===== src/tea_block_cipher_macros.svh =====
// assertion macros shared by the cipher rtl
`ifndef TEA_BLOCK_CIPHER_MACROS_SVH
`define TEA_BLOCK_CIPHER_MACROS_SVH

// checked only while out of reset
`define TEA_ASSERT(lbl, prop, msg) \
	lbl: assert property (@(posedge clk) disable iff (!arst_n) prop) else $error(msg);

// checked on every edge, reset included
`define TEA_ASSERT_ALWAYS(lbl, prop, msg) \
	lbl: assert property (@(posedge clk) prop) else $error(msg);

`endif


===== src/tea_pkg.sv =====
// types, constants and helpers for the tea cipher pipeline
`default_nettype none

package tea_pkg;

	localparam int unsigned ROUNDS_DEFAULT = 32;
	localparam int unsigned WORD_W = 32;
	localparam int unsigned CFG_INDEX_W = 2;
	localparam logic [WORD_W-1:0] DELTA = 32'h9e3779b9;

	typedef enum logic {
		OP_ENCRYPT = 1'b0,
		OP_DECRYPT = 1'b1
	} op_t;

	typedef enum logic [CFG_INDEX_W-1:0] {
		REG_KEY_0 = 2'd0,
		REG_KEY_1 = 2'd1,
		REG_KEY_2 = 2'd2,
		REG_KEY_3 = 2'd3
	} cfg_reg_t;

	typedef struct packed {
		logic [WORD_W-1:0] k3;
		logic [WORD_W-1:0] k2;
		logic [WORD_W-1:0] k1;
		logic [WORD_W-1:0] k0;
	} key_t;

	// delta times n, wrapped to 32 bits
	function automatic logic [WORD_W-1:0] delta_times(input int unsigned n);
		logic [63:0] p;
		p = 64'(DELTA) * 64'(n);
		return p[WORD_W-1:0];
	endfunction

endpackage

`default_nettype wire


===== src/tea_half_round.sv =====
// one half round of tea: mix one word into the other, forward or backward
`default_nettype none

module tea_half_round #(
	parameter bit                             SECOND  = 1'b0,
	parameter logic [tea_pkg::WORD_W-1:0]     SUM_ENC = '0,
	parameter logic [tea_pkg::WORD_W-1:0]     SUM_DEC = '0
) (
	input  tea_pkg::op_t                  op,
	input  tea_pkg::key_t                 key,
	input  logic [tea_pkg::WORD_W-1:0]    word_0,
	input  logic [tea_pkg::WORD_W-1:0]    word_1,
	output logic [tea_pkg::WORD_W-1:0]    word_0_nxt,
	output logic [tea_pkg::WORD_W-1:0]    word_1_nxt
);

	logic                          enc;
	logic                          upd_0;
	logic [tea_pkg::WORD_W-1:0]    src;
	logic [tea_pkg::WORD_W-1:0]    tgt;
	logic [tea_pkg::WORD_W-1:0]    ka;
	logic [tea_pkg::WORD_W-1:0]    kb;
	logic [tea_pkg::WORD_W-1:0]    sum;
	logic [tea_pkg::WORD_W-1:0]    mix;
	logic [tea_pkg::WORD_W-1:0]    res;

	// encrypt updates word 0 first, decrypt updates word 1 first
	assign enc   = (op == tea_pkg::OP_ENCRYPT);
	assign upd_0 = enc ^ SECOND;
	assign src   = upd_0 ? word_1 : word_0;
	assign tgt   = upd_0 ? word_0 : word_1;
	assign ka    = upd_0 ? key.k0 : key.k2;
	assign kb    = upd_0 ? key.k1 : key.k3;
	assign sum   = enc ? SUM_ENC : SUM_DEC;

	assign mix = ((src << 4) + ka) ^ (src + sum) ^ ((src >> 5) + kb);
	assign res = enc ? (tgt + mix) : (tgt - mix);

	assign word_0_nxt = upd_0 ? res : word_0;
	assign word_1_nxt = upd_0 ? word_1 : res;

endmodule

`default_nettype wire


===== config.mk =====
export PLATFORM = sky130hd
export DESIGN_NAME = tea_half_round
export DESIGN_NICKNAME = d
export VERILOG_FILES = /design/src/tea_block_cipher_macros.svh /design/src/tea_pkg.sv /design/src/tea_half_round.sv
export SDC_FILE = /design/constraint.sdc
export NUM_CORES = 1
export LEC_CHECK = 0
export BUFFER_PORTS_ARGS = -buffer_cell sky130_fd_sc_hd__buf_4
export CORE_MARGIN = 2
export CORE_UTILIZATION = 35
export DETAILED_ROUTE_END_ITERATION = 6
export PLACE_DENSITY_LB_ADDON = 0.05
export SLEW_MARGIN = 0
export SYNTH_ARGS = -nofsm -noshare
export SYNTH_HDL_FRONTEND = slang
export SYNTH_SLANG_ARGS = --single-unit
export TNS_END_PERCENT = 30

===== constraint.sdc =====
create_clock -name vclk -period 15.1
set_input_delay 3.02 -clock vclk [all_inputs]
set_output_delay 3.02 -clock vclk [all_outputs]
set_load 0.01 [all_outputs]

-- After elaboration in Yosys (flattened, before gate mapping)
Index checks and enable logic that the tools add are counted.
- register bits: 0
- input port bits: 193
- output and inout port bits: 64
- word-level logic and storage cells: 13
- add/sub/neg operators: 4
- mux-type cells: 7
- bitwise gates (word level): 2
- operator list (operator ; number):
    $mux 32 ; 7
    $add 32x32->32 ; 2
    $xor 32x32->32 ; 2
    $add 27x32->32 ; 1
    $sub 32x32->32 ; 1

-- Longest topological paths before layout
Gate-level depths: netlist of run 1.
- depth in word-level cells: 7
- depth in mapped cells: 33
- gate-level depth less buffers: 26

-- Worst setup path after synthesis of run 1
Ideal clock, no wire load.
- path type: input port to output port
- start point: in op
- end point: out word_0_nxt[30] in the netlist's numbering
- arrival: 10089 ps
- required time: 12080 ps
- slack: 1991 ps
- stages: 32
- buffers on the path: 8
- cells stage by stage: buf_2 -> buf_2 -> buf_4 -> buf_6 -> clkbuf_1 -> clkbuf_1 -> clkbuf_1 -> clkbuf_1 -> mux2_2 -> ha_1 -> fa_1 -> a211oi_1 -> o21ai_0 -> a21o_1 -> and3_1 -> o21ai_1 -> and4bb_1 -> a21oi_1 -> xnor2_1 -> ha_1 -> and3_1 -> a221o_1 -> a21o_1 -> a221o_1 -> a31oi_1 -> o21ai_1 -> a21o_1 -> a211oi_2 -> o21ai_1 -> a41oi_1 -> xor2_1 -> o21ai_0
- word-level cells in the longest chain between the ends: 7
- elaborated cells between the ends (all ways): 12
- those cells by class: 4 x add/sub; 6 x mux; 2 x bitwise
- RTL lines (item ; line ; source):
    start: declaration ; tea_half_round.sv:9 ; input tea_pkg::op_t op,
    $mux 32 (on tied branches) ; tea_half_round.sv:32, tea_half_round.sv:30 ;
    $add 32x32->32 ; tea_half_round.sv:36 ; assign mix = ((src << 4) + ka) ^ (src + sum) ^ ((src >> 5) + kb);
    $xor 32x32->32 (2 in series) ; tea_half_round.sv:36 ;
    $add 32x32->32 / $sub 32x32->32 (equally long branches) ; tea_half_round.sv:37 ; assign res = enc ? (tgt + mix) : (tgt - mix);
    $mux 32 ; tea_half_round.sv:37 ;
    $mux 32 (*) ; tea_half_round.sv:39 ; assign word_0_nxt = upd_0 ? res : word_0;
    end: declaration ; tea_half_round.sv:13 ; output logic [tea_pkg::WORD_W-1:0] word_0_nxt,
Mark *: on every way between the ends. The rest lies on a longest branch, timed or not.

-- Worst setup path in the final report of run 1
Ends and elaborated chain as after synthesis.

==> summary.md, run 1 <==
| Metric | Value |
|---|---|
| Outcome | `finished, final reports clean` |
| CP most frequent cell | `a21o_1` |
| CTS resizes | `0` |
| Mapped Area | `7520 um^2` |
| Synth Area in Adders | `15.1%` |
| Setup WS pre-CTS | `2.08 ns` |
| Startpoint Class | `input pin` |
| Cell count after synthesis | `1036` |
| Switching power | `0.000761 W` |
| Fin. max-slew vios | `0` |
| Fmax | `0.0765 GHz` |
| Starting Density | `35.7%` |
| IO Port Bufs | `257` |
| Post-placement cell count | `1540` |
| Final wirelength | `25.8 mm` |
| RSZ-0062 raised after global routing | `false` |
| Seq. cell area | `0 um^2` |
| Die width | `151 um` |
| Fin cells | `1540` |
| Final ANT Viol Nets | `0` |
| Fillers | `2202` |
| DRC viols | `0` |
| Iter 0 DRT Violations | `386` |
| Layout Nets | `1549` |
| Setup TNS | `0 ns` |
| Crit path max fanout | `110` |
| Clock group share of total power | `0%` |
| Crit-path max cell delay | `0.59 ns` |
| Core area | `21100 um^2` |
| Hold/Removal Path Class | `input pin to primary output` |
| Vias in the first global route | `7675` |
| First-pass GRT wire length | `39.8 mm` |
| CP endpoint kind | `primary output` |
| Wire per inst | `16.8 um` |
| Post-route minimum period | `13.06 ns` |
| Synth Area in Compound Gates | `27.1%` |
| Sequential share of power | `0%` |
| I/O pin cnt | `257` |
| Overall routing resource usage | `21.7%` |
| DIE AREA | `22700 um^2` |
| Final worst setup slack | `2.04 ns` |
| Global route overflow | `0` |
| Critical path's slowest cell | `buf_6` |
| Worst-Margin Slew | `0.990 ns` |
| Hold-fix buffers, CTS | `0` |
| Avg Cell Area, Syn | `7.26 um^2` |
| Largest net degree at the start of global routing | `111` |
| Detailed placement HPWL | `22.6 mm` |
| Post-Synth Simple-Gate Area | `18.3%` |
| DRT Pass-1 Iters | `5` |
| Vias | `8247` |
| Peak supply drop | `0.0435 mV` |
| Distinct cells, synth | `63` |
| Layout cells sized above 1 | `29.2%` |
| Slew headroom | `33.3%` |
| Syn Nets | `1318` |
| FFs & Latches | `0` |
| Cell row count | `53` |
| Setup Crit Path Kind | `input pin to primary output` |
| CP Data Required Time | `12.08 ns` |
| Vias per Instance | `5.36` |
| Sequential area share after synthesis | `0%` |
| Max_cap viols | `0` |
| Pint | `0.000633 W` |
| Initial antenna violation count | `0` |
| XOR/XNOR Fraction of Synth Area | `21.3%` |
| Final hold violations | `0` |
| Pleak | `4.51 nW` |
| Fin crit share | `86.5%` |
| Final setup vio count | `0` |
| Sw frac | `54.6%` |
| Area Growth Syn to Fin | `28.8%` |
| GP Congestion | `0.905` |
| CLK BUF | `0` |
| Multi-input gate area | `7280 um^2` |
| Die H | `151 um` |
| Pwr Density | `144 nW/um^2` |
| Number of setup buffers added after CTS | `0` |
| Data arrival, critical path | `10.04 ns` |
| Antenna Cells | `0` |
| Mux cell area share after synthesis | `14.9%` |
| Largest family of logic cells by synthesized area | `compound AO/OA/AOI/OAI gates` |
| Comb pwr share | `100.0%` |
| Synth warn | `0` |
-- layer usage --
layer	global-route usage, %	part of all wire [%]	vias to the layer above
met4	1.31	0.60	0
li1	-	-	4231
met5	0	0	-
met1	34.9	53	3759
met3	0.970	5.4	10
met2	32.8	41	247
-- metrics by stage --
stage / area (um^2) / hold WS (ns) / power, W / util, %
final: 9690 / 6.36 / 0.00139 / 46.0
after global placement: 9690 / 6.36 / 0.00139 / 46.0
after detailed placement: 9690 / 6.36 / 0.00139 / 46.0
after global routing: 9690 / 6.38 / 0.00153 / 46.0
after floorplan: 7520 / 6.18 / 0.000942 / -
after CTS: 9690 / 6.36 / 0.00139 / 46.0
-- cells in the final DEF (no fill, tap or decap), types with 3 or more instances in the layout --
master / instances
or2_2: 4
a221o_1: 4
inv_1: 29
and2_1: 6
nand4_1: 10
a211oi_1: 13
a21o_1: 41
ha_1: 86
a21oi_1: 97
nor3_1: 12
or3_1: 4
nand2_1: 104
nor2_1: 62
o21bai_1: 16
nand2b_1: 18
mux2i_1: 10
nor2b_1: 19
o21ai_0: 86
xnor2_1: 129
buf_4: 259
o21a_1: 10
mux2_2: 91
and3_1: 12
a21boi_0: 3
a211o_1: 3
xor2_1: 49
a41oi_1: 3
nand3_1: 16
fa_1: 3
nor3b_1: 4
o211ai_1: 7
o211a_1: 3
o21ai_1: 4
a31oi_1: 13
-- logic make-up (layout without fill, tap and decap cells) --
| logic type | count (synthesis) | in the layout |
|---|---|---|
| fa+ha+maj | 89 | 89 |
| compound gates | 323 | 323 |
| simple gates | 282 | 282 |
| buf+inv | 61 | 290 |
| mux | 101 | 101 |
| xor+xnor | 180 | 180 |
-- final timing paths --
path	start	depth (start not counted)	endpoint	slack, ns
setup / recovery	op	28	word_0_nxt[30]	2.04
hold / removal	word_1[10]	4	word_1_nxt[10]	6.36
-- critical path: cells and delay by family --
kind | cells | cell delay [ns]
AO/OA/AOI/OAI | 12 | 2.48
XOR/XNOR | 3 | 0.72
adder cells (fa/ha/maj) | 2 | 0.84
buffers and inverters | 4 | 1.57
AND/OR/NAND/NOR | 7 | 1.35
-- area by class of cell --
class / count / area share (%)
multi-input combinational: 975 / 75.1
timing repair buffer: 260 / 20.2
inverter: 30 / 1.16
tap: 275 / 3.55
-- cell usage after synthesis (all sizes together) (12+ instances only) --
cell type | count | area share [%]
nand2b | 18 | 1.5
clkbuf | 20 | 1.0
a31oi | 13 | 1.1
xor2 | 49 | 5.7
o21bai | 17 | 1.7
a21o | 41 | 4.1
ha | 86 | 14
a211oi | 14 | 1.5
a21oi | 100 | 6.9
inv | 30 | 1.5
nor2b | 19 | 1.6
xnor2 | 129 | 15
and3 | 13 | 1.1
nor3 | 12 | 0.80
nand2 | 104 | 5.2
o21ai | 91 | 6.1
nand3 | 16 | 1.1
nor2 | 62 | 3.1
mux2 | 91 | 14
-- power by group through the flow --
| stage | Sequential, W | Clock, W | Combinational, W |
|---|---|---|---|
| after floorplan | 0 | 0 | 0.000942 |
| after global placement | 0 | 0 | 0.00139 |
| after detailed placement | 0 | 0 | 0.00139 |
| after CTS | 0 | 0 | 0.00139 |
| after global routing | 0 | 0 | 0.00153 |
| final | 0 | 0 | 0.00139 |
Power figures use the tool's default switching activity.
==> inputs of run 2 (changes only) <==
==> constraint.sdc (replaced) <==
create_clock -name vclk -period 14
set_input_delay 2.8 -clock vclk [all_inputs]
set_output_delay 2.8 -clock vclk [all_outputs]
set_load 0.01 [all_outputs]
==> summary.md, run 2 (synthesis gave the netlist of run 1 again) <==
| Metric | Value |
|---|---|
| Seq. cell area | `0 um^2` |
| Largest net degree at the start of global routing | `84` |
| Starting Density | `35.7%` |
| Detailed placement HPWL | `22.8 mm` |
| Multi-input gate area | `7280 um^2` |
| CLK BUF | `0` |
| Final wirelength | `26.1 mm` |
| DRT Pass-1 Iters | `5` |
| DRC viols | `0` |
| Global route overflow | `0` |
| FFs & Latches | `0` |
| Area Growth Syn to Fin | `28.9%` |
| Fin. max-slew vios | `0` |
| Setup TNS | `0 ns` |
| Pint | `0.000683 W` |
| Final total power | `0.00150 W` |
| Overall routing resource usage | `21.3%` |
| Antenna Cells | `0` |
| Sw frac | `54.4%` |
| Hold/Removal Path Class | `input pin to primary output` |
| Outcome | `finished, final reports clean` |
| CP endpoint kind | `primary output` |
| Hold-fix buffers, CTS | `0` |
| Layout Nets | `1550` |
| Cell row count | `53` |
| Pwr Density | `155 nW/um^2` |
| Final hold violations | `0` |
| Fillers | `2205` |
| Die width | `151 um` |
| Vias in the first global route | `7492` |
| Layout cells sized above 1 | `29.2%` |
| RSZ-0062 raised after global routing | `false` |
| DIE AREA | `22700 um^2` |
| I/O pin cnt | `257` |
| Vias per Instance | `5.37` |
| Fin crit share | `88.0%` |
| Startpoint Class | `input pin` |
| Most frequent cells in the layout | `buf_4, xnor2_1, nand2_1` |
| Core area | `21100 um^2` |
| Final setup vio count | `0` |
| GP Congestion | `0.911` |
| Max_cap viols | `0` |
| Final ANT Viol Nets | `0` |
| Comb pwr share | `100.0%` |
| Number of setup buffers added after CTS | `0` |
| IO Port Bufs | `257` |
| CP Data Required Time | `11.20 ns` |
| Fmax | `0.0812 GHz` |
| Switching power | `0.000816 W` |
| Commonest non-fill, non-tap cell in the layout | `buf_4` |
| Setup Crit Path Kind | `input pin to primary output` |
| Post-route minimum period | `12.32 ns` |
| First-pass GRT wire length | `39.0 mm` |
| Data arrival, critical path | `9.52 ns` |
| Die H | `151 um` |
| CTS resizes | `0` |
| Worst-Margin Slew | `0.717 ns` |
| Pleak | `4.51 nW` |
| Initial antenna violation count | `0` |
| Peak supply drop | `0.0477 mV` |
| Sequential share of power | `0%` |
| Crit path max fanout | `83` |
| Slew headroom | `51.6%` |
| Vias | `8276` |
| Wire per inst | `17.0 um` |
| Clock group share of total power | `0%` |
| Iter 0 DRT Violations | `476` |
==> run 2: changes by cell type in the layout (fill, tap and decap cells not counted) <==
cell,before,now
buf_4,259,260
==> run 2: cell type report <==
type | count | area share [%]
Multi-Input combinational cell | 975 | 75.1
Timing Repair Buffer | 261 | 20.2
Inverter | 30 | 1.16
Tap cell | 275 | 3.55
==> run 2: through the flow <==
stage / instance area [um^2] / instances / hold WS (ns) / setup slack [ns] / utilization (%)
2_1_floorplan: 7520 / 1036 / 5.74 / 1.33 / -
3_3_place_gp: 9700 / 1541 / 5.91 / 1.80 / 46.0
3_5_place_dp: 9700 / 1541 / 5.91 / 1.74 / 46.0
4_1_cts: 9700 / 1541 / 5.91 / 1.69 / 46.0
5_1_grt: 9700 / 1541 / 5.94 / 1.11 / 46.0
6_report: 9700 / 1541 / 5.91 / 1.68 / 46.0
==> run 2: power groups by stage <==
stage               clock network (W)  registers (W)  logic [W]
floorplan                           0              0    0.00102
global placement                    0              0    0.00149
detailed placement                  0              0    0.00149
CTS                                 0              0    0.00150
global route                        0              0    0.00165
finish                              0              0    0.00150
==> run 2: worst max-delay path, cell delays in order <==
cell and delay, ns:
buf_6 0.45, nor2b_1 0.12, nand2b_1 0.29, ha_1 0.31, fa_1 0.44, a211oi_1 0.40, o21bai_1 0.14, a21oi_1 0.19
xnor2_1 0.23, nand2b_1 0.12, nor3b_1 0.25, and3_1 0.30, a31oi_1 0.12, xor2_1 0.17, ha_1 0.34, and3_1 0.21
a221o_1 0.33, a21o_1 0.18, a221o_1 0.30, a31oi_1 0.27, o21ai_1 0.15, a21o_1 0.23, a211oi_2 0.29, o21ai_1 0.12
a41oi_1 0.24, xor2_1 0.22, o21ai_0 0.11, buf_4 0.18
==> run 2: final timing paths <==
| kind | from | end | slack [ns] | cells after the start |
|---|---|---|---|---|
| max | op | word_0_nxt[30] | 1.68 | 28 |
| min | word_0[27] | word_0_nxt[27] | 5.91 | 4 |
==> run 2: metal layers <==
metal  global-route usage, %  routed length (um)  up-vias
li1                        -                   -     4230
met1                    34.8               13800     3781
met2                    31.3               10500      253
met3                   0.879                1610       12
met4                    1.68                 224        0
met5                       0                   0        -
==> inputs of run 3 (changes only) <==
--- a/config.mk
+++ b/config.mk
@@ -6,6 +6,8 @@
 export NUM_CORES = 1
 export LEC_CHECK = 0
 export BUFFER_PORTS_ARGS = -buffer_cell sky130_fd_sc_hd__buf_4
+export CELL_PAD_IN_SITES_DETAIL_PLACEMENT = 1
+export CELL_PAD_IN_SITES_GLOBAL_PLACEMENT = 1
 export CORE_MARGIN = 2
 export CORE_UTILIZATION = 35
 export DETAILED_ROUTE_END_ITERATION = 6
==> summary.md, run 3 (synthesis gave the netlist of run 1 again) <==
| Metric | Value |
|---|---|
| I/O pin cnt | `257` |
| Final wirelength | `28.1 mm` |
| Met3 WL post-DR | `1.33 mm` |
| RSZ-0062 raised after global routing | `false` |
| Multi-input gate area | `7280 um^2` |
| Post-placement cell count | `1541` |
| Area Growth Syn to Fin | `28.9%` |
| Vias per Instance | `5.42` |
| Worst Hold Depth | `4` |
| Overall routing resource usage | `23.6%` |
| Setup Crit Path Kind | `input pin to primary output` |
| Vias | `8345` |
| Starting Density | `35.7%` |
| DRT met1 WL | `15.0 mm` |
| Startpoint Class | `input pin` |
| Commonest non-fill, non-tap cell in the layout | `buf_4` |
| Hold-fix buffers, CTS | `0` |
| Global route overflow | `0` |
| Pleak | `4.51 nW` |
| CLK BUF | `0` |
| Final setup vio count | `0` |
| Final Core Density | `46.0%` |
| Final worst setup slack | `1.41 ns` |
| Hold_sp | `word_0[30]` |
| GP Congestion | `0.876` |
| Hold endpoint | `word_0_nxt[30]` |
| Fin cells | `1541` |
| Layout cells sized above 1 | `29.2%` |
| Largest net degree at the start of global routing | `88` |
| Die width | `151 um` |
| Post-route minimum period | `12.59 ns` |
| Pwr Density | `157 nW/um^2` |
| Die H | `151 um` |
| WL met2 | `11.6 mm` |
| Setup WS pre-CTS | `1.42 ns` |
| CP Data Required Time | `11.20 ns` |
| FFs & Latches | `0` |
| Antenna Cells | `0` |
| Crit path max fanout | `87` |
| Fmax | `0.0794 GHz` |
| Slew headroom | `30.5%` |
| Final hold violations | `0` |
| Outcome | `finished, final reports clean` |
| Initial antenna violation count | `0` |
| First-pass GRT wire length | `43.0 mm` |
| Vias in the first global route | `8149` |
| Cell row count | `53` |
| Core area | `21100 um^2` |
| Setup TNS | `0 ns` |
| Peak supply drop | `0.0445 mV` |
| Iter 0 DRT Violations | `344` |
| Fin crit share | `89.9%` |
| Fin. max-slew vios | `0` |
| Worst-Margin Slew | `1.03 ns` |
| Top Layer Used | `met4` |
| Final ANT Viol Nets | `0` |
| DRT Pass-1 Iters | `5` |
| Wire per inst | `18.2 um` |
| Hold/Removal Path Class | `input pin to primary output` |
| Max_cap viols | `0` |
| Fillers | `2686` |
| DIE AREA | `22700 um^2` |
| CP endpoint kind | `primary output` |
| Layout Nets | `1550` |
| Detailed placement HPWL | `24.6 mm` |
| Number of setup buffers added after CTS | `0` |
| Most frequent cells in the layout | `buf_4, xnor2_1, nand2_1` |
| DRC viols | `0` |
| IO Port Bufs | `257` |
| Seq. cell area | `0 um^2` |
| Hold_ws | `5.92 ns` |
| CTS resizes | `0` |
| Data arrival, critical path | `9.79 ns` |
## run 3: cell counts in the layout (fill, tap and decap cells not counted)
Identical to the previous run, type by type.
## run 3: area by class of cell
type / count / area share (%)
timing repair buffer: 261 / 20.2
multi-input combinational: 975 / 75.1
tap: 275 / 3.55
inverter: 30 / 1.16
## run 3: worst max-delay path: stages
cell	delay (ns)
buf_6	0.53
buf_4	0.59
nand2b_1	0.20
nand2_1	0.16
ha_1	0.45
a2111oi_4	0.39
o21ai_2	0.14
a21oi_1	0.24
xnor3_1	0.42
o21ai_1	0.15
and4bb_1	0.27
a21oi_1	0.17
xnor2_1	0.14
ha_1	0.29
and3_1	0.19
a221o_1	0.33
a21o_1	0.18
a221o_1	0.29
a31oi_1	0.27
o21ai_1	0.15
a21o_1	0.24
a211oi_2	0.30
o21ai_1	0.12
a41oi_1	0.26
xor2_1	0.21
o21ai_0	0.09
buf_4	0.17
## run 3: report_power, final
part | total (W) | switching [W] | internal [W] | leakage (nW)
combinational | 0.00152 | 0.000835 | 0.000684 | 4.51
sequential | 0 | 0 | 0 | 0
clock | 0 | 0 | 0 | 0
## run 3: stage by stage
step / power [W] / area [um^2]
CTS: 0.00152 / 9700
finish: 0.00152 / 9700
global route: 0.00167 / 9700
floorplan: 0.00102 / 7520
detailed placement: 0.00151 / 9700
global placement: 0.00149 / 9700
## run 3: worst max-delay path by stage
stage                     startpoint        endpoint  slack [ns]
after global routing              op  word_0_nxt[31]        0.97
after CTS                         op  word_0_nxt[30]        1.39
after detailed placement          op  word_0_nxt[30]        1.42
final                             op  word_0_nxt[30]        1.41
after global placement            op  word_0_nxt[30]        1.58
after floorplan                   op  word_0_nxt[30]        1.33
## run 3: layer usage
layer / up-vias / GRT usage, %
li1: 4219 / -
met2: 184 / 36.5
met5: - / 0
met4: 0 / 0.654
met1: 3934 / 37.6
met3: 8 / 1.09
